--- config.mk ---
export PLATFORM = sky130hd
export DESIGN_NAME = top_k_smallest_distance_merge_core
export DESIGN_NICKNAME = d
export VERILOG_FILES = /design/src/hw/rtl/tkm_pkg.sv /design/src/hw/rtl/tkm_ram.sv /design/src/hw/rtl/tkm_engine.sv /design/src/hw/rtl/top_k_smallest_distance_merge_core.sv
export SDC_FILE = /design/constraint.sdc
export NUM_CORES = 1
export LEC_CHECK = 0
export ABC_AREA = 1
export BUFFER_PORTS_ARGS = -buffer_cell sky130_fd_sc_hd__buf_2
export CAP_MARGIN = 5
export CORE_MARGIN = 2
export CORE_UTILIZATION = 51
export CTS_CLUSTER_SIZE = 12
export DETAILED_ROUTE_END_ITERATION = 16
export GPL_TIMING_DRIVEN = 1
export PLACE_DENSITY_LB_ADDON = 0.1
export SLEW_MARGIN = 0
export SYNTH_ARGS = -nofsm -noshare
export SYNTH_HDL_FRONTEND = slang
export SYNTH_SLANG_ARGS = --single-unit
--- constraint.sdc ---
create_clock -name clk_i -period 5.6 [get_ports clk_i]
set_input_delay 1.12 -clock clk_i [delete_from_list [all_inputs] [get_ports clk_i]]
set_output_delay 1.12 -clock clk_i [all_outputs]
set_load 0.01 [all_outputs]
--- src/hw/rtl/tkm_pkg.sv ---
`timescale 1ns / 1ps
// ----------------------------------------------------------------------------
// Top-k merge package
// Shared widths, register map, defaults and the kept-entry type.
// ----------------------------------------------------------------------------
package tkm_pkg;

  localparam int unsigned DATA_W       = 32;
  localparam int unsigned RANK_W       = 4;
  localparam int unsigned KEEP_W       = 5;
  localparam int unsigned APB_DATA_W   = 32;
  localparam int unsigned APB_ADDR_W   = 3;
  localparam int unsigned MAX_KEEP_DEF = 16;

  localparam logic [KEEP_W-1:0] KEEP_COUNT_RST = 5'd10;

  // register index, taken from paddr above the byte offset
  localparam logic REG_KEEP_COUNT = 1'b0;

  typedef struct packed {
    logic signed [DATA_W-1:0] distance;
    logic        [DATA_W-1:0] id;
  } kept_entry_t;

endpackage

--- src/hw/rtl/tkm_ram.sv ---
`timescale 1ns / 1ps
// ----------------------------------------------------------------------------
// Generic RAM
// One write port, one read port with registered read data.
// ----------------------------------------------------------------------------
module tkm_ram #(
  parameter int unsigned Width = 64,
  parameter int unsigned Depth = 16,
  localparam int unsigned AddrW = (Depth > 1) ? $clog2(Depth) : 1
) (
  input  logic             clk_i,
  input  logic             we_i,
  input  logic [AddrW-1:0] waddr_i,
  input  logic [Width-1:0] wdata_i,
  input  logic [AddrW-1:0] raddr_i,
  output logic [Width-1:0] rdata_o
);

  logic [Width-1:0] mem_q [Depth];

  always_ff @(posedge clk_i) begin
    if (we_i) begin
      mem_q[waddr_i] <= wdata_i;
    end
    rdata_o <= mem_q[raddr_i];
  end

endmodule

--- src/hw/rtl/tkm_engine.sv ---
`timescale 1ns / 1ps
// ----------------------------------------------------------------------------
// Top-k insertion engine
// Sequencer around one signed comparator and the kept-hit RAM: sorted insert
// by backward shift, then emission of the kept list.
// ----------------------------------------------------------------------------
module tkm_engine #(
  parameter int unsigned MaxKeep = 16,
  localparam int unsigned IdxW = (MaxKeep > 1) ? $clog2(MaxKeep) : 1,
  localparam int unsigned CntW = $clog2(MaxKeep + 1)
) (
  input  logic                                clk_i,
  input  logic                                rst_ni,
  input  logic [CntW-1:0]                     k_i,
  input  logic                                start,
  output logic                                busy,
  input  logic [tkm_pkg::DATA_W-1:0]          hit_id_i,
  input  logic signed [tkm_pkg::DATA_W-1:0]   hit_distance_i,
  input  logic                                set_end_i,
  output logic                                out_valid_o,
  output logic [tkm_pkg::DATA_W-1:0]          out_id_o,
  output logic signed [tkm_pkg::DATA_W-1:0]   out_distance_o,
  output logic [tkm_pkg::RANK_W-1:0]          out_rank_o,
  output logic                                out_last_o
);
  import tkm_pkg::*;

  localparam logic [2:0] S_IDLE    = 3'd0;
  localparam logic [2:0] S_CHK_RD  = 3'd1;
  localparam logic [2:0] S_CHK     = 3'd2;
  localparam logic [2:0] S_SHF_RD  = 3'd3;
  localparam logic [2:0] S_SHF     = 3'd4;
  localparam logic [2:0] S_PUT     = 3'd5;
  localparam logic [2:0] S_EMIT_RD = 3'd6;
  localparam logic [2:0] S_EMIT    = 3'd7;

  logic [2:0]      state_q, state_d;
  logic [CntW-1:0] cnt_q, cnt_d;
  logic [IdxW-1:0] idx_q, idx_d;
  kept_entry_t     hit_q, hit_d;
  logic            end_q, end_d;

  logic            we;
  logic [IdxW-1:0] waddr, raddr;
  kept_entry_t     wdata, rdata;
  logic [CntW-1:0] cnt_clamp;
  logic            worse;
  logic [IdxW-1:0] k_last;
  logic            emit_last;

  tkm_ram #(
    .Width($bits(kept_entry_t)),
    .Depth(MaxKeep)
  ) u_ram (
    .clk_i  (clk_i),
    .we_i   (we),
    .waddr_i(waddr),
    .wdata_i(wdata),
    .raddr_i(raddr),
    .rdata_o(rdata)
  );

  // shared comparator: stored entry strictly farther than the new hit
  assign worse     = $signed(rdata.distance) > $signed(hit_q.distance);
  assign cnt_clamp = (cnt_q > k_i) ? k_i : cnt_q;
  assign k_last    = IdxW'(k_i - CntW'(1));
  assign emit_last = (CntW'(idx_q) + CntW'(1)) == cnt_q;

  assign busy           = state_q != S_IDLE;
  assign out_valid_o    = state_q == S_EMIT;
  assign out_id_o       = rdata.id;
  assign out_distance_o = rdata.distance;
  assign out_rank_o     = RANK_W'(idx_q);
  assign out_last_o     = emit_last;

  always_comb begin
    state_d = state_q;
    cnt_d   = cnt_q;
    idx_d   = idx_q;
    hit_d   = hit_q;
    end_d   = end_q;
    we      = 1'b0;
    waddr   = idx_q;
    wdata   = hit_q;
    raddr   = idx_q;
    unique case (state_q)
      S_IDLE: begin
        if (start) begin
          hit_d.id       = hit_id_i;
          hit_d.distance = hit_distance_i;
          end_d          = set_end_i;
          if (cnt_clamp < k_i) begin
            cnt_d = cnt_clamp + CntW'(1);
            idx_d = IdxW'(cnt_clamp);
            state_d = (cnt_clamp == '0) ? S_PUT : S_SHF_RD;
          end else begin
            cnt_d   = cnt_clamp;
            state_d = S_CHK_RD;
          end
        end
      end
      S_CHK_RD: begin
        raddr   = k_last;
        state_d = S_CHK;
      end
      S_CHK: begin
        if (worse) begin
          // drop the worst entry by overwriting it
          idx_d   = k_last;
          state_d = (k_last == '0) ? S_PUT : S_SHF_RD;
        end else begin
          state_d = end_q ? S_EMIT_RD : S_IDLE;
          idx_d   = '0;
        end
      end
      S_SHF_RD: begin
        raddr   = idx_q - IdxW'(1);
        state_d = S_SHF;
      end
      S_SHF: begin
        we    = 1'b1;
        waddr = idx_q;
        if (worse) begin
          wdata   = rdata;
          idx_d   = idx_q - IdxW'(1);
          state_d = (idx_q == IdxW'(1)) ? S_PUT : S_SHF_RD;
        end else begin
          wdata   = hit_q;
          idx_d   = '0;
          state_d = end_q ? S_EMIT_RD : S_IDLE;
        end
      end
      S_PUT: begin
        we      = 1'b1;
        waddr   = idx_q;
        wdata   = hit_q;
        idx_d   = '0;
        state_d = end_q ? S_EMIT_RD : S_IDLE;
      end
      S_EMIT_RD: begin
        raddr   = idx_q;
        state_d = S_EMIT;
      end
      S_EMIT: begin
        if (emit_last) begin
          cnt_d   = '0;
          idx_d   = '0;
          state_d = S_IDLE;
        end else begin
          idx_d   = idx_q + IdxW'(1);
          state_d = S_EMIT_RD;
        end
      end
      default: state_d = S_IDLE;
    endcase
  end

  always_ff @(posedge clk_i or negedge rst_ni) begin
    if (!rst_ni) begin
      state_q <= S_IDLE;
      cnt_q   <= '0;
      idx_q   <= '0;
      end_q   <= 1'b0;
    end else begin
      state_q <= state_d;
      cnt_q   <= cnt_d;
      idx_q   <= idx_d;
      end_q   <= end_d;
    end
  end

  always_ff @(posedge clk_i) begin
    hit_q <= hit_d;
  end

endmodule

--- src/hw/rtl/top_k_smallest_distance_merge_core.sv ---
`timescale 1ns / 1ps
// ----------------------------------------------------------------------------
// Top-k smallest-distance merge core
// Keeps the k closest hits of a set in sorted order and emits them, closest
// first, on the last hit of the set.
// ----------------------------------------------------------------------------
//
// Channel   Direction  Handshake                 Payload
// -------   ---------  ------------------------  ----------------------------
// hit       in         start & !busy             hit_id_i, hit_distance_i,
//                                                set_end_i
// result    out        out_valid_o (1 cycle)     out_id_o, out_distance_o,
//                                                out_rank_o, out_last_o
// config    in         psel & penable & pwrite   paddr, pwdata (keep_count)
//
// Per hit: when the list is full, the worst entry is read and then checked; a
// hit that is not closer stops there. An entering hit then walks back from
// the tail, each entry compared being read, then compared and written, plus
// a final write only when the hit lands at the front. A set-end hit then
// reads and emits each kept result in turn. The kept-hit RAM with one read
// and one write port and registered read data, and its one comparator, set
// this sequence.
// Reset: asynchronous, active low; clears the list count and sets k to 10.
// The kept-hit RAM needs no clearing pass, since only filled entries are read.
// Stalls: busy stays high for the whole hit; results cannot be held off.
//
module top_k_smallest_distance_merge_core #(
  parameter int unsigned MaxKeep = tkm_pkg::MAX_KEEP_DEF
) (
  input  logic                                  clk_i,
  input  logic                                  rst_ni,
  // hit transfer
  input  logic                                  start,
  output logic                                  busy,
  input  logic [tkm_pkg::DATA_W-1:0]            hit_id_i,
  input  logic signed [tkm_pkg::DATA_W-1:0]     hit_distance_i,
  input  logic                                  set_end_i,
  // result transfer
  output logic                                  out_valid_o,
  output logic [tkm_pkg::DATA_W-1:0]            out_id_o,
  output logic signed [tkm_pkg::DATA_W-1:0]     out_distance_o,
  output logic [tkm_pkg::RANK_W-1:0]            out_rank_o,
  output logic                                  out_last_o,
  // configuration port
  input  logic                                  psel,
  input  logic                                  penable,
  input  logic                                  pwrite,
  input  logic [tkm_pkg::APB_ADDR_W-1:0]        paddr,
  input  logic [tkm_pkg::APB_DATA_W-1:0]        pwdata,
  output logic [tkm_pkg::APB_DATA_W-1:0]        prdata,
  output logic                                  pready
);
  import tkm_pkg::*;

  localparam int unsigned CntW = $clog2(MaxKeep + 1);

  logic [KEEP_W-1:0] keep_count_q, keep_count_d;
  logic              sel_keep;
  logic [CntW-1:0]   k_eff;

  // register select: word address above the byte offset
  assign sel_keep = paddr[APB_ADDR_W-1] == REG_KEEP_COUNT;
  assign pready   = 1'b1;

  always_comb begin
    keep_count_d = keep_count_q;
    if (psel && penable && pwrite && sel_keep) begin
      keep_count_d = pwdata[KEEP_W-1:0];
    end
  end

  always_comb begin
    prdata = '0;
    if (sel_keep) begin
      prdata = APB_DATA_W'(keep_count_q);
    end
  end

  always_ff @(posedge clk_i or negedge rst_ni) begin
    if (!rst_ni) begin
      keep_count_q <= KEEP_COUNT_RST;
    end else begin
      keep_count_q <= keep_count_d;
    end
  end

  // Effective k: zero counts as one, anything above the list depth saturates.
  always_comb begin
    if (keep_count_q == '0) begin
      k_eff = CntW'(1);
    end else if (32'(keep_count_q) > MaxKeep) begin
      k_eff = CntW'(MaxKeep);
    end else begin
      k_eff = CntW'(keep_count_q);
    end
  end

  tkm_engine #(
    .MaxKeep(MaxKeep)
  ) u_engine (
    .clk_i         (clk_i),
    .rst_ni        (rst_ni),
    .k_i           (k_eff),
    .start         (start),
    .busy          (busy),
    .hit_id_i      (hit_id_i),
    .hit_distance_i(hit_distance_i),
    .set_end_i     (set_end_i),
    .out_valid_o   (out_valid_o),
    .out_id_o      (out_id_o),
    .out_distance_o(out_distance_o),
    .out_rank_o    (out_rank_o),
    .out_last_o    (out_last_o)
  );

endmodule

After elaboration in Yosys (flattened, before gate mapping)
Memories as Yosys holds them, arrays and structs flattened. A register that Yosys moved wholly into a read port is not among the register bits.
Index checks and enable logic that the tools add are counted.
{"block": "totals", "memories": 1, "regBits": 82, "out_inout_bits": 104, "in_bits": 106, "ramBits": 1024, "wordCells": 74}
{"block": "classes", "order_cmp": 4, "addsub": 5, "n_eq_ne": 12, "bitwise": 1, "muxes": 30, "reduce_logical": 14}
{"memory": "u_engine.u_ram.mem_q", "depth": 16, "word_bits": 64, "rd": 1, "rd_clocked_by_memory_dff": 1, "write_ports": 1, "line": "tkm_ram.sv:19", "rtl": "logic [Width-1:0] mem_q [Depth];"}
{"operator": "64-bit 2-to-1 mux", "count": 2}
{"operator": "5-bit 2-to-1 mux", "count": 7}
{"operator": "32-bit > comparator", "count": 1}
{"operator": "3-bit 2-to-1 mux", "count": 9}
{"operator": "3-bit one-hot mux with 8 select lines", "count": 1}
{"operator": "4-bit 2-to-1 mux", "count": 5}
{"operator": "4-bit one-hot mux with 5 select lines", "count": 1}
{"operator": "3-bit equality test, second input constant", "count": 4}
{"operator": "5-bit logical NOT", "count": 2}
{"operator": "5-bit one-hot mux with 2 select lines", "count": 1}
{"operator": "4-bit one-hot mux with 2 select lines", "count": 1}
{"operator": "4-bit by 1-bit subtractor with 4-bit output, second input constant", "count": 2}
{"operator": "3-bit by 2-bit equality test with 1-bit output, second input constant", "count": 2}
{"operator": "3-bit AND reduction", "count": 2}
{"operator": "4-bit by 1-bit adder with 5-bit output, second input constant", "count": 1}
{"operator": "5-bit by 1-bit adder with 5-bit output, second input constant", "count": 1}
{"operator": "5-bit equality test", "count": 1}
{"operator": "5-bit > comparator", "count": 1}
{"operator": "5-bit > comparator, second input constant", "count": 1}
{"operator": "5-bit < comparator", "count": 1}
{"operator": "5-bit nonzero test", "count": 1}
{"operator": "4-bit by 1-bit adder with 4-bit output, second input constant", "count": 1}
{"operator": "4-bit by 1-bit equality test with 1-bit output, second input constant", "count": 1}
{"operator": "4-bit logical NOT", "count": 1}
{"operator": "11 further kinds", "count": 16}

Logic depth before layout (Yosys ltp)
Gate-level depths: netlist of the first run.
{"block": "logic_depth", "ltp_word": 10, "mapped_depth": 22, "depth_no_buf": 22}

Cells and area by module
Synthesis of the first run repeated with hierarchy kept, for this count alone.
{"block": "unflattened", "hier_cells": 4906, "hier_area_um2": 50880.0}
{"mod": "tkm_ram", "area_each_um2": 45285.9, "cells_each": 4210, "n_inst": 1, "seq_area_each_um2": 32030.7}
{"mod": "tkm_engine", "area_each_um2": 5081.1, "cells_each": 623, "n_inst": 1, "seq_area_each_um2": 2247.2}
{"mod": "top_k_smallest_distance_merge_core", "area_each_um2": 513.0, "cells_each": 73, "n_inst": 1, "seq_area_each_um2": 127.6}

Least setup slack after synthesis of the first run
Ideal clock, no wire load.
{"block": "synth_timing", "kind": "reg-to-reg", "startpoint": "register u_engine.state_q[1]", "endpoint": "memory u_engine.u_ram.mem_q[3][0] (enable)", "setup_ns": 0.565, "arrival_ns": 5.372, "path_buffers": 0, "path_slack_ns": -0.337, "path_stages_with_launch": 8, "required_ns": 5.035, "path_cell_list": "dfrtp_1 -> nor2_1 -> inv_1 -> nor2_2 -> inv_1 -> nand2_1 -> inv_2 -> nor3_1"}
{"block": "synth_between", "elab_chain_len": 5}
{"element": "start: declaration", "line": "tkm_engine.sv:37", "rtl": "logic [2:0] state_q, state_d;"}
{"element": "start signal: assignment", "line": "tkm_engine.sv:165", "rtl": "state_q <= state_d;"}
{"element": "3-bit equality test", "line": "tkm_engine.sv:86", "rtl": "unique case (state_q)"}
{"element": "2-bit OR reduction (no line) (*)"}
{"element": "1-bit 2-to-1 mux (*)", "line": "tkm_engine.sv:86"}
{"element": "1-bit 2-to-1 mux (*)", "line": "tkm_ram.sv:22", "rtl": "if (we_i) begin"}
{"element": "1-bit 2-to-1 mux (not written as such) (*)", "line": "tkm_ram.sv:23", "rtl": "mem_q[waddr_i] <= wdata_i;"}
{"element": "end: declaration", "line": "tkm_ram.sv:19"}
Mark *: on every way between the ends. The rest lies on a longest branch, timed or not.

Worst setup path in the final report of the first run
{"block": "layout_timing", "startpoint": "register u_engine.hit_q[43] (netlist bit)", "endpoint": "memory u_engine.u_ram.mem_q[14][30], data pin"}
{"block": "layout_between", "elab_chain_len": 3}
{"element": "start: declaration", "line": "tkm_engine.sv:40", "rtl": "kept_entry_t hit_q, hit_d;"}
{"element": "start signal: assignment", "line": "tkm_engine.sv:173", "rtl": "hit_q <= hit_d;"}
{"element": "32-bit > comparator", "line": "tkm_engine.sv:64", "rtl": "assign worse = $signed(rdata.distance) > $signed(hit_q.distance);"}
{"element": "64-bit 2-to-1 mux", "line": "tkm_engine.sv:123", "rtl": "if (worse) begin"}
{"element": "64-bit 2-to-1 mux", "line": "tkm_engine.sv:86"}
{"element": "named net u_engine.u_ram.wdata_i[30]", "line": "tkm_ram.sv:14", "rtl": "input logic [Width-1:0] wdata_i,"}
The timed path passes the listed nets, and every way through them passes these cells.

==> metrics.md, run 1 <==
| Metric | Value |
|---|---|
| Total gr overflow | `0` |
| Clock Pin Slew Worst Setup and Hold Paths | `60 ps` |
| Setup TNS | `0 ps` |
| Flops & latches, synth | `1170` |
| Most common cell after layout, fill and taps aside | `edfxtp_1` |
| Crit share post-route | `73.64%` |
| Setup ws final | `1476 ps` |
| CTS max path bufs | `3` |
| Post-synth EDFFs | `between 1000 and 1500` |
| Chip Height | `about 310 um` |
| Setup Crit Path Kind | `register to register` |
| Startpoint class of the critical path | `register` |
| First-pass GRT wire length | `around 170 mm` |
| Area leader, netlist | `edfxtp_1` |
| Inserted Diodes | `0` |
| Hpwl dp | `56.32 mm` |
| Status | `finished, final reports clean` |
| Worst Path Arrival | `4560 ps` |
| Vias per inst | `5.631` |
| IO Pins | `210` |
| Final Hold Viols | `0` |
| Crit path max fanout | `53` |
| Largest net degree at the start of global routing | `205` |
| Max_cap viols | `0` |
| Clk_lat worst skew | `720 ps` |
| Placeable Area | `a little over 0.09 mm^2` |
| CTS HTree Levels | `3` |
| Pwr dens | `326.5 mW/mm^2` |
| Final Non-Filler Cells | `just over 5000` |
| Ys async rst share | `1.538%` |
| RSZ-0062 raised after global routing | `false` |
| Register Area | `0.03441 mm^2` |
| Mean post-synth cell area | `12.54 um^2` |
| Most frequent cells in the layout | `edfxtp_1 (1088), nor2_1 (812), o21ai_1 (333)` |
| Num CTS Buffers | `roughly 120` |
| NumNets Final | `4032` |
| Root Buffer | `clkbuf_16` |
| Final Max Tran Viols | `0` |
| Fill count | `7395` |
| CTS sink cnt | `1170` |
| Worst-Margin Slew | `1277 ps` |
| Post-synth top area share | `69.47%` |
| Slew Limit Headroom | `14.32%` |
| Routed wire length | `~120 mm` |
| DRT Pass-1 Iters | `5` |
| Placed Instances | `4939` |
| Top post-synthesis cells by area | `edfxtp_1 (69%), nor2_1 (6.6%), o211ai_1 (4.1%)` |
| Yosys warns | `0` |
| Final setup viols | `0` |
| Die W | `~310 um` |
| Worst VDD drop | `0.2455 mV` |
| Total number of vias | `roughly 29000` |
| Tot GR Track Use | `24.27%` |
| Num rows | `111` |
| Netlist cell types | `39` |
| Main synth FF type | `edfxtp_1` |
| First DRT Iteration DRCs | `2611` |
| Share of cells above drive strength 1 | `10.66%` |
| Starting Density | `51.38%` |
| Final hold slack | `roughly 370 ps` |
| Worst slack, placed | `1473 ps` |
| Register area share after synthesis | `73.16%` |
| Hold Buf Count CTS | `0` |
| Leak pwr | `17.75 nW` |
| Area Growth Syn to Fin | `12.38%` |
| CP required | `6040 ps` |
| R2R cell count | `15` |
| Final Core Density | `between 50 and 60%` |
| Initial antenna violation count | `3` |
| Post-Syn Area | `0.04703 mm^2` |
| Routability cong. | `0.7826` |
| Detail Route Antenna Nets | `0` |
| Highest clock rate | `242.5 MHz` |
| Post-synthesis cell count | `3749` |
| # Post-CTS Setup Buffers | `0` |
| Multi-input logic area | `0.01110 mm^2` |
| CTS tree | `built` |
| Routed wire per std cell | `between 20 and 25 um` |
| Skew final | `32.59 ps` |
| Remaining DRCs | `0` |
| Vias in the first global route | `between 20000 and 30000` |
| Class of the worst hold path | `input port to async pin` |
| CP endpoint kind | `register` |
| CTS resizes | `0` |
| Tmin final | `4124 ps` |
| Port-buffer cells | `between 150 and 200` |
| Die area | `0.09465 mm^2` |
[logic make-up after synthesis]
logic type	count (synthesis)	share of synthesized area, %
xor gates and xnor gates	5	0.09314
DFF	1170	73.16
and+or+nand+nor	1301	10.97
adders and majority gates	50	1.330
AOI/OAI and AO/OA	867	10.71
buffers and inverters	354	3.725
other	2	0.01597
[flip-flops by register name, indices dropped and copies added (netlist names)]
signal and flops:
u_engine.hit_q 64, u_engine.state_q 3, u_engine.u_ram.mem_q 1024, keep_count_q 5, u_engine.end_q 1, u_engine.cnt_q 5, u_engine.u_ram.rdata_o 64, u_engine.out_rank_o 4
[worst paths after layout]
path	start	to	slack, ps
setup / recovery	u_engine.hit_q[43]	u_engine.u_ram.mem_q[14][30]	1480
hold / removal	rst_ni	u_engine.cnt_q[3]	370
setup reg to reg	u_engine.hit_q[43]	u_engine.u_ram.mem_q[14][30]	1480
hold reg to reg	keep_count_q[1]	keep_count_q[1]	540
max in group asynchronous	rst_ni	keep_count_q[3]	4890
min in group clk_i	keep_count_q[1]	keep_count_q[1]	540
[per-stage QoR]
stage / total power, W / area, um^2
floorplan: 0.009711 / 47120
global placement: 0.009756 / 49060
detailed placement: 0.009758 / 49060
CTS: 0.01739 / 52850
global route: 0.01775 / 52850
finish: 0.01725 / 52850
[layer usage]
metal	vias up	part of all wire [%]	GRT usage [%]
met5	-	0.011	0
met4	2	2.1	5.990
met3	156	6.1	3.936
met2	864	47	39.16
met1	14287	45	34.66
li1	13775	-	-
[power by group]
part | total [W] | switching [W] | internal (W)
registers | 0.00943 | 0.00000543 | 0.00942
logic | 0.000147 | 0.0000960 | 0.0000511
clock network | 0.00768 | 0.00327 | 0.00441
[area by class of cell]
type,instances,area share (%)
Clock buffer,189,6.383
Tap cell,1186,2.808
Multi-Input combinational cell,2251,21.01
Clock inverter,37,0.7766
Inverter,102,0.7576
Sequential cell,1170,65.10
Timing Repair Buffer,230,3.163
[critical path, cell delays in order, from the launching register on]
cell and delay, ps:
edfxtp_1 320, inv_1 50, ha_1 290, nand2_1 60, inv_1 60, nand3_1 120
nor2_1 460, nand2_1 120, nand2_1 100, nand2_1 140, nand3_2 200, nand4_4 130
inv_4 620, buf_4 610, nand2_1 120, nand2_1 390
[synth_stat cells (all sizes together) (2+ instances only)]
cell type	n
inv	102
nand4	12
dfstp	2
edfxtp	1088
nand3	156
o21ai	565
nand2	296
o211ai	257
a21oi	35
xor2	3
ha	50
nor2	827
clkbuf	39
o21a	3
conb	2
buf	213
o221ai	2
nor3	8
xnor2	2
dfrtp	16
dfxtp	64
Note: power is estimated with default switching activity, not from simulation.
==> run 2: changes to the inputs <==
Settings changed: ABC_AREA 1 to 0.
Clock period 5.6 ns to 3.5 ns, I/O delays scaled along.
==> metrics.md, run 2 <==
| Metric | Value |
|---|---|
| Status | `finished with violations` |
| Failing checks | `negative setup slack` |
| Chip Height | `311.6 um (+1.3%)` |
| Tmin final | `3501 ps (-623.6 ps)` |
| Register Area | `0.03441 mm^2 (about the same)` |
| Multi-input logic area | `0.01312 mm^2 (+18%)` |
| Crit share post-route | `100.0% (+26 points)` |
| Vias per inst | `5.573 (-1.0%)` |
| Most common cell in the netlist | `edfxtp_1` |
| Register area share after synthesis | `71.29% (-1.9 points)` |
| Port-buffer cells | `152 (unchanged)` |
| Routability cong. | `0.8428 (+7.7%)` |
| Top post-synthesis cells by area | `edfxtp_1 (68%), mux2i_1 (20%), dfxtp_1 (2.7%)` |
| Largest net degree at the start of global routing | `75 (-63%)` |
| Final setup viols | `1 (+1)` |
| Initial antenna violation count | `1 (-2)` |
| CTS tree | `built` |
| Detail Route Antenna Nets | `0 (unchanged)` |
| Ys async rst share | `1.538% (unchanged)` |
| Fill count | `7061 (-4.5%)` |
| Crit path cell chain | `nand2_4 -> ha_4 -> and3_4 -> o21ai_2 -> a32oi_4 -> mux2_4 -> inv_2 -> ha_1 -> o21a_1 -> o211ai_1 -> nand2_1 -> o21ai_2 -> nand2_2 -> or4_4 -> a32o_1` |
| Mean post-synth cell area | `17.92 um^2 (+43%)` |
| First DRT Iteration DRCs | `1849 (-29%)` |
| Tot GR Track Use | `21.94% (-2.3 points)` |
| Worst Path Arrival | `4070 ps (-490 ps)` |
| Num rows | `112 (+0.90%)` |
| Worst-Margin Slew | `1132 ps (-144.3 ps)` |
| Share of cells above drive strength 1 | `18.66% (+8.0 points)` |
| Startpoint class of the critical path | `register` |
| Crit path max fanout | `4 (-92%)` |
| Slew Limit Headroom | `24.33% (+10 points)` |
| Post-synthesis cell count | `2693 (-28%)` |
| Hold_sp | `hit_distance_i[18]` |
| Worst slack, placed | `-114.8 ps (-1588 ps)` |
| Worst setup path start | `keep_count_q[3]` |
| Final Hold Viols | `0 (unchanged)` |
| Skew final | `32.05 ps (-0.5439 ps)` |
| Leak pwr | `20.81 nW (+17%)` |
| DRT Pass-1 Iters | `5 (unchanged)` |
| Pwr dens | `909.6 mW/mm^2 (+180%)` |
| IO Pins | `210 (unchanged)` |
| Clk_lat worst skew | `700 ps (-20 ps)` |
| Area Growth Syn to Fin | `14.91%` |
| Reg with most FFs | `u_engine.u_ram.mem_q` |
| Placeable Area | `0.09361 mm^2 (+2.3%)` |
| Starting Density | `51.55% (+0.17 points)` |
| Max_cap viols | `0 (unchanged)` |
| CP endpoint kind | `register` |
| Total number of vias | `24159 (-17%)` |
| Hpwl dp | `55.77 mm (-0.98%)` |
| Setup ws final | `-0.5347 ps (-1476 ps)` |
| Final Max Tran Viols | `0 (unchanged)` |
| Die W | `311.6 um (+1.3%)` |
| Inserted Diodes | `0 (unchanged)` |
| CP required | `4070 ps (-1970 ps)` |
| Num CTS Buffers | `120 (-0.83%)` |
| Highest clock rate | `285.7 MHz (+18%)` |
| Total gr overflow | `0 (unchanged)` |
| Remaining DRCs | `0 (unchanged)` |
| Netlist cell types | `70 (+79%)` |
| RSZ-0062 raised after global routing | `true` |
| Yosys warns | `0 (unchanged)` |
| Routed wire per std cell | `24.70 um (+11%)` |
| CTS sink cnt | `1170 (unchanged)` |
| Vias in the first global route | `25041 (-9.8%)` |
| Design Power | `0.05044 W (+190%)` |
| First-pass GRT wire length | `157.7 mm (-8.7%)` |
| Commonest cells post-synth | `edfxtp_1 (1088), mux2i_1 (967), buf_2 (104)` |
| CTS max path bufs | `3 (unchanged)` |
| Bufs and invs on worst path | `1 (-3)` |
| Routed wire length | `107.1 mm (-7.2%)` |
| Worst VDD drop | `0.6340 mV (+160%)` |
| NumNets Final | `3138 (-22%)` |
| Post-synth top area share | `67.70% (-1.8 points)` |
| Die area | `0.09710 mm^2 (+2.6%)` |
| Area leader, netlist | `edfxtp_1` |
| Post-Syn Area | `0.04826 mm^2 (+2.6%)` |
| Max reg flops | `1024 (unchanged)` |
| Most common cell after layout, fill and taps aside | `edfxtp_1` |
| Post-synth EDFFs | `1088 (unchanged)` |
| Worst r2r src | `keep_count_q[3]` |
| CP max-delay cell | `dfstp_2` |
| CTS HTree Levels | `3 (unchanged)` |
| Largest registers | `u_engine.u_ram.mem_q (1024), u_engine.hit_q (64), u_engine.u_ram.rdata_o (64)` |
| CP max stage delay | `570 ps (-50 ps)` |
| Class of the worst hold path | `input port to register` |
| Most used cell, CP | `o21ai_2` |
| Setup Crit Path Kind | `register to register` |
| Clock Pin Slew Worst Setup and Hold Paths | `60 ps (about the same)` |
| Delay-heaviest family, CP | `compound AO/OA/AOI/OAI gates` |
| Flops & latches, synth | `1170 (unchanged)` |
| Main synth FF type | `edfxtp_1` |
| Most frequent cells in the layout | `edfxtp_1 (1088), mux2i_1 (966), buf_2 (152)` |
| Root Buffer | `clkbuf_16` |
[run 2: cells by family (layout without fill, tap and decap cells)]
family | after synthesis | count (layout) | share of synthesized area [%]
other | 2 | 28 | 0.01556
adder cells (fa/ha/maj) | 50 | 50 | 1.296
XOR/XNOR | 11 | 11 | 0.2281
AND/OR/NAND/NOR | 121 | 121 | 1.250
flip-flops | 1170 | 1170 | 71.29
AO/OA/AOI/OAI | 95 | 95 | 1.421
buffers and inverters | 206 | 568 | 2.307
multiplexers | 1038 | 1038 | 22.19
[run 2: worst register-to-register path, delay by kind of cell (launching register included)]
family | cells | cell delay [ps]
buffers and inverters | 1 | 60
AND/OR/NAND/NOR | 5 | 880
adder cells (fa/ha/maj) | 2 | 500
multiplexers | 1 | 340
AO/OA/AOI/OAI | 6 | 1030
flip-flops | 1 | 570
[run 2: worst paths after layout]
path	slack, ps	cells after the start	endpoint
min in group asynchronous	500	2	keep_count_q[0]
worst min-delay path	180	1	u_engine.hit_q[50]
worst min register to register	560	1	u_engine.state_q[0]
worst max register to register	-0.5	15	u_engine.cnt_q[4]
max in group asynchronous	2650	2	keep_count_q[4]
worst max-delay path	-0.5	15	u_engine.cnt_q[4]
[run 2: where the power goes]
part / switching, W / internal, W / total (W)
Combinational: 0.0110 / 0.00896 / 0.0200
Clock: 0.00506 / 0.00693 / 0.0120
Sequential: 0.000713 / 0.0177 / 0.0185
[run 2: layout make-up]
type | instances | share of cell area [%]
Inverter | 57 | 0.3903
Clock buffer | 190 | 6.293
Sequential cell | 1170 | 62.05
Multi-Input combinational cell | 1343 | 23.67
Timing Repair Buffer | 290 | 4.364
Tap cell | 1254 | 2.829
Clock inverter | 31 | 0.4129
[run 2: layer usage]
layer	up-vias	GRT usage (%)	routed length [um]
met5	-	0	13
met2	548	37.44	53580
met3	183	3.101	4491
li1	11005	-	-
met1	12421	29.26	46160
met4	2	6.720	2851
[run 2: stage by stage]
| stage | area [um^2] | util (%) | hold WS (ps) | TNS [ps] | instances |
|---|---|---|---|---|---|
| final | 55450 | 59.24 | 175.3 | -0.5347 | 4335 |
| after CTS | 55340 | 59.11 | 124.9 | -43.75 | 4330 |
| after global placement | 51550 | 55.07 | 533.1 | -100.4 | 4105 |
| after floorplan | 48380 | - | 404.4 | -567030 | 2719 |
| after global routing | 55450 | 59.24 | 129.0 | -544.2 | 4335 |
| after detailed placement | 51550 | 55.07 | 553.8 | -177.3 | 4105 |
[run 2: timing repair]
| item | 4_1_cts | 5_1_grt |
|---|---|---|
| hold buffers | 1 | 0 |
| gates cloned | 0 | 0 |
| pin swaps | 5 | 8 |
| resized for setup | 7 | 21 |
| endpoints found under the hold margin | 16 | 0 |
| setup buffers | 3 | 5 |
| endpoints found under the setup margin | 3 | 10 |
==> run 3: changes to the inputs <==
Clock period 3.5 ns to 3.1 ns, I/O delays scaled along.
==> metrics.md, run 3 (same netlist as run 2, synthesis figures left out) <==
| Metric | Value |
|---|---|
| First DRT Iteration DRCs | `1730 (-6.4%)` |
| Max Used Layer | `met4` |
| DRT Pass-1 Iters | `7 (+2)` |
| Crit path max fanout | `4 (unchanged)` |
| CP max stage delay | `580 ps (about the same)` |
| IO Pins | `210 (unchanged)` |
| Num CTS Buffers | `120 (unchanged)` |
| Crit path cell chain | `nand2_2 -> ha_4 -> and3_4 -> o21ai_4 -> a32oi_4 -> mux2_4 -> inv_4 -> ha_4 -> o21a_1 -> o211ai_1 -> nand2_1 -> o21ai_2 -> nand2_2 -> or4_1 -> a32o_1` |
| Routed wire length | `117.3 mm (+9.6%)` |
| Leak pwr | `21.92 nW (+5.3%)` |
| Tmin final | `3570 ps (+69.74 ps)` |
| Total number of vias | `25416 (+5.2%)` |
| Delay-heaviest family, CP | `compound AO/OA/AOI/OAI gates` |
| Hold_sp | `hit_distance_i[24]` |
| NumNets Final | `3294 (+5.0%)` |
| Worst Hold End | `u_engine.hit_q[56]` |
| Setup TNS | `-121130 ps (-121130 ps)` |
| Slew Limit Headroom | `43.27% (+19 points)` |
| Worst VDD drop | `1.092 mV (+72%)` |
| Detail Route Antenna Nets | `0 (unchanged)` |
| CP max-delay cell | `dfstp_2` |
| Vias in the first global route | `25575 (+2.1%)` |
| CTS sink cnt | `1170 (unchanged)` |
| Detail Route met2 WL | `59.31 mm (+11%)` |
| Hpwl dp | `59.98 mm (+7.5%)` |
| Skew final | `29.27 ps (-2.777 ps)` |
| Starting Density | `51.55% (unchanged)` |
| Total gr overflow | `0 (unchanged)` |
| Routed wire per std cell | `26.10 um (+5.6%)` |
| Area Growth Syn to Fin | `19.78%` |
| Worst slack, placed | `-561.1 ps (-446.4 ps)` |
| Fill count | `6922 (-2.0%)` |
| Final Hold Viols | `0 (unchanged)` |
| Placeable Area | `0.09361 mm^2 (unchanged)` |
| Reg-to-reg setup timing slack | `-470 ps (-470 ps)` |
| Final Max Tran Viols | `0 (unchanged)` |
| Clk_lat worst skew | `710 ps (about the same)` |
| CTS tree | `built` |
| Remaining DRCs | `0 (unchanged)` |
| Highest clock rate | `280.1 MHz (-2.0%)` |
| Initial antenna violation count | `1 (unchanged)` |
| RSZ-0062 raised after global routing | `true` |
| Tot GR Track Use | `22.44% (+0.51 points)` |
| Most common cell after layout, fill and taps aside | `edfxtp_1` |
| Reg with most FFs | `u_engine.u_ram.mem_q` |
| Pwr dens | `1038 mW/mm^2 (+14%)` |
| Chip Height | `311.6 um (unchanged)` |
| RR Endpoint | `u_engine.cnt_q[4]` |
| Max reg flops | `1024 (unchanged)` |
| Startpoint class of the critical path | `register` |
| Clock Pin Slew Worst Setup and Hold Paths | `60 ps (about the same)` |
| Setup ws final | `-470.3 ps (-469.7 ps)` |
| Failing checks | `negative setup slack` |
| Most frequent cells in the layout | `edfxtp_1 (1088), mux2i_1 (966), buf_2 (152)` |
| Final Non-Filler Cells | `4496 (+3.7%)` |
| Setup Crit Path Kind | `register to register` |
| CP endpoint kind | `register` |
| Final setup viols | `915 (+914)` |
| CTS max path bufs | `3 (unchanged)` |
| Worst r2r src | `keep_count_q[3]` |
| Hold Path Depth | `1 (unchanged)` |
| Placed Instances | `4160 (+1.3%)` |
| R2R cell count | `15 (unchanged)` |
| Status | `finished with violations` |
| Routability cong. | `0.8242 (-2.2%)` |
| Die area | `0.09710 mm^2 (unchanged)` |
| Port-buffer cells | `152 (unchanged)` |
| First-pass GRT wire length | `162.5 mm (+3.1%)` |
| Crit share post-route | `115.2% (+15 points)` |
| CP required | `3690 ps (-380 ps)` |
| Worst Path Arrival | `4160 ps (+90 ps)` |
| Share of cells above drive strength 1 | `23.02% (+4.4 points)` |
| Final Core Density | `61.75% (+2.5 points)` |
| Num rows | `112 (unchanged)` |
| Bufs and invs on worst path | `1 (unchanged)` |
| Metal-1 WL | `50.29 mm (+9.0%)` |
| Die W | `311.6 um (unchanged)` |
| Met3 WL | `4.883 mm (+8.7%)` |
| Max_cap viols | `0 (unchanged)` |
| Largest registers | `u_engine.u_ram.mem_q (1024), u_engine.hit_q (64), u_engine.u_ram.rdata_o (64)` |
| Vias per inst | `5.653 (+1.4%)` |
| Worst-Margin Slew | `849.0 ps (-283.4 ps)` |
| CTS HTree Levels | `3 (unchanged)` |
| Root Buffer | `clkbuf_16` |
| Class of the worst hold path | `input port to register` |
| Largest net degree at the start of global routing | `79 (+5.3%)` |
run 3: report_power, final:
group          internal (W)  switching [W]
Clock               0.00819        0.00577
Combinational        0.0116         0.0135
Sequential           0.0200       0.000884
run 3: worst reg2reg max path, cell delays in order (launching register included):
cell and delay, ps:
dfstp_2 580, nand2_2 90, ha_4 270, and3_4 210, o21ai_4 80, a32oi_4 260
mux2_4 360, inv_4 70, ha_4 190, o21a_1 170, o211ai_1 170, nand2_1 120
o21ai_2 100, nand2_2 100, or4_1 420, a32o_1 270
run 3: routing by layer:
layer	up-vias	track usage, %
met3	183	3.141
li1	11459	-
met5	-	0
met2	636	39.31
met1	13138	29.62
met4	0	5.496
run 3: timing repair:
action                     4_1_cts  5_1_grt
hold endpoints to repair        16        0
setup buffers                   23       31
pin swaps                       15       22
gates resized for setup         46       88
cloned                           3       59
hold buffers                     1        0
setup endpoints to repair     1036     1045
run 3: cell type report:
class | count | area, um^2 | area share (%)
Sequential cell | 1170 | 34410 | 59.52
Multi-Input combinational cell | 1390 | 13980 | 24.19
Timing Repair Buffer | 399 | 3797 | 6.569
Clock buffer | 193 | 3512 | 6.076
Tap cell | 1254 | 1569 | 2.714
Clock inverter | 32 | 317.8 | 0.5498
Inverter | 57 | 216.5 | 0.3745
Antenna cell | 1 | 2.502 | 0.004329
run 3: stage by stage:
step,area [um^2],hold WS (ps),total power (W)
6_report,57810,85.60,0.05999
4_1_cts,56460,36.16,0.05883
3_3_place_gp,52150,552.5,0.04368
2_1_floorplan,48420,324.4,0.03680
3_5_place_dp,52150,556.6,0.04409
5_1_grt,57800,57.91,0.06267
run 3: worst max path at each step:
stage | to | cells after the start | from | slack [ps]
after global placement | u_engine.cnt_q[4] | 16 | keep_count_q[4] | -490
after global routing | u_engine.cnt_q[4] | 16 | keep_count_q[4] | -580
after CTS | u_engine.cnt_q[4] | 16 | keep_count_q[3] | -420
after floorplan | u_engine.u_ram.mem_q[13][0] | 5 | u_engine.state_q[2] | -1050
final | u_engine.cnt_q[4] | 15 | keep_count_q[3] | -470
after detailed placement | u_engine.cnt_q[4] | 16 | keep_count_q[4] | -560
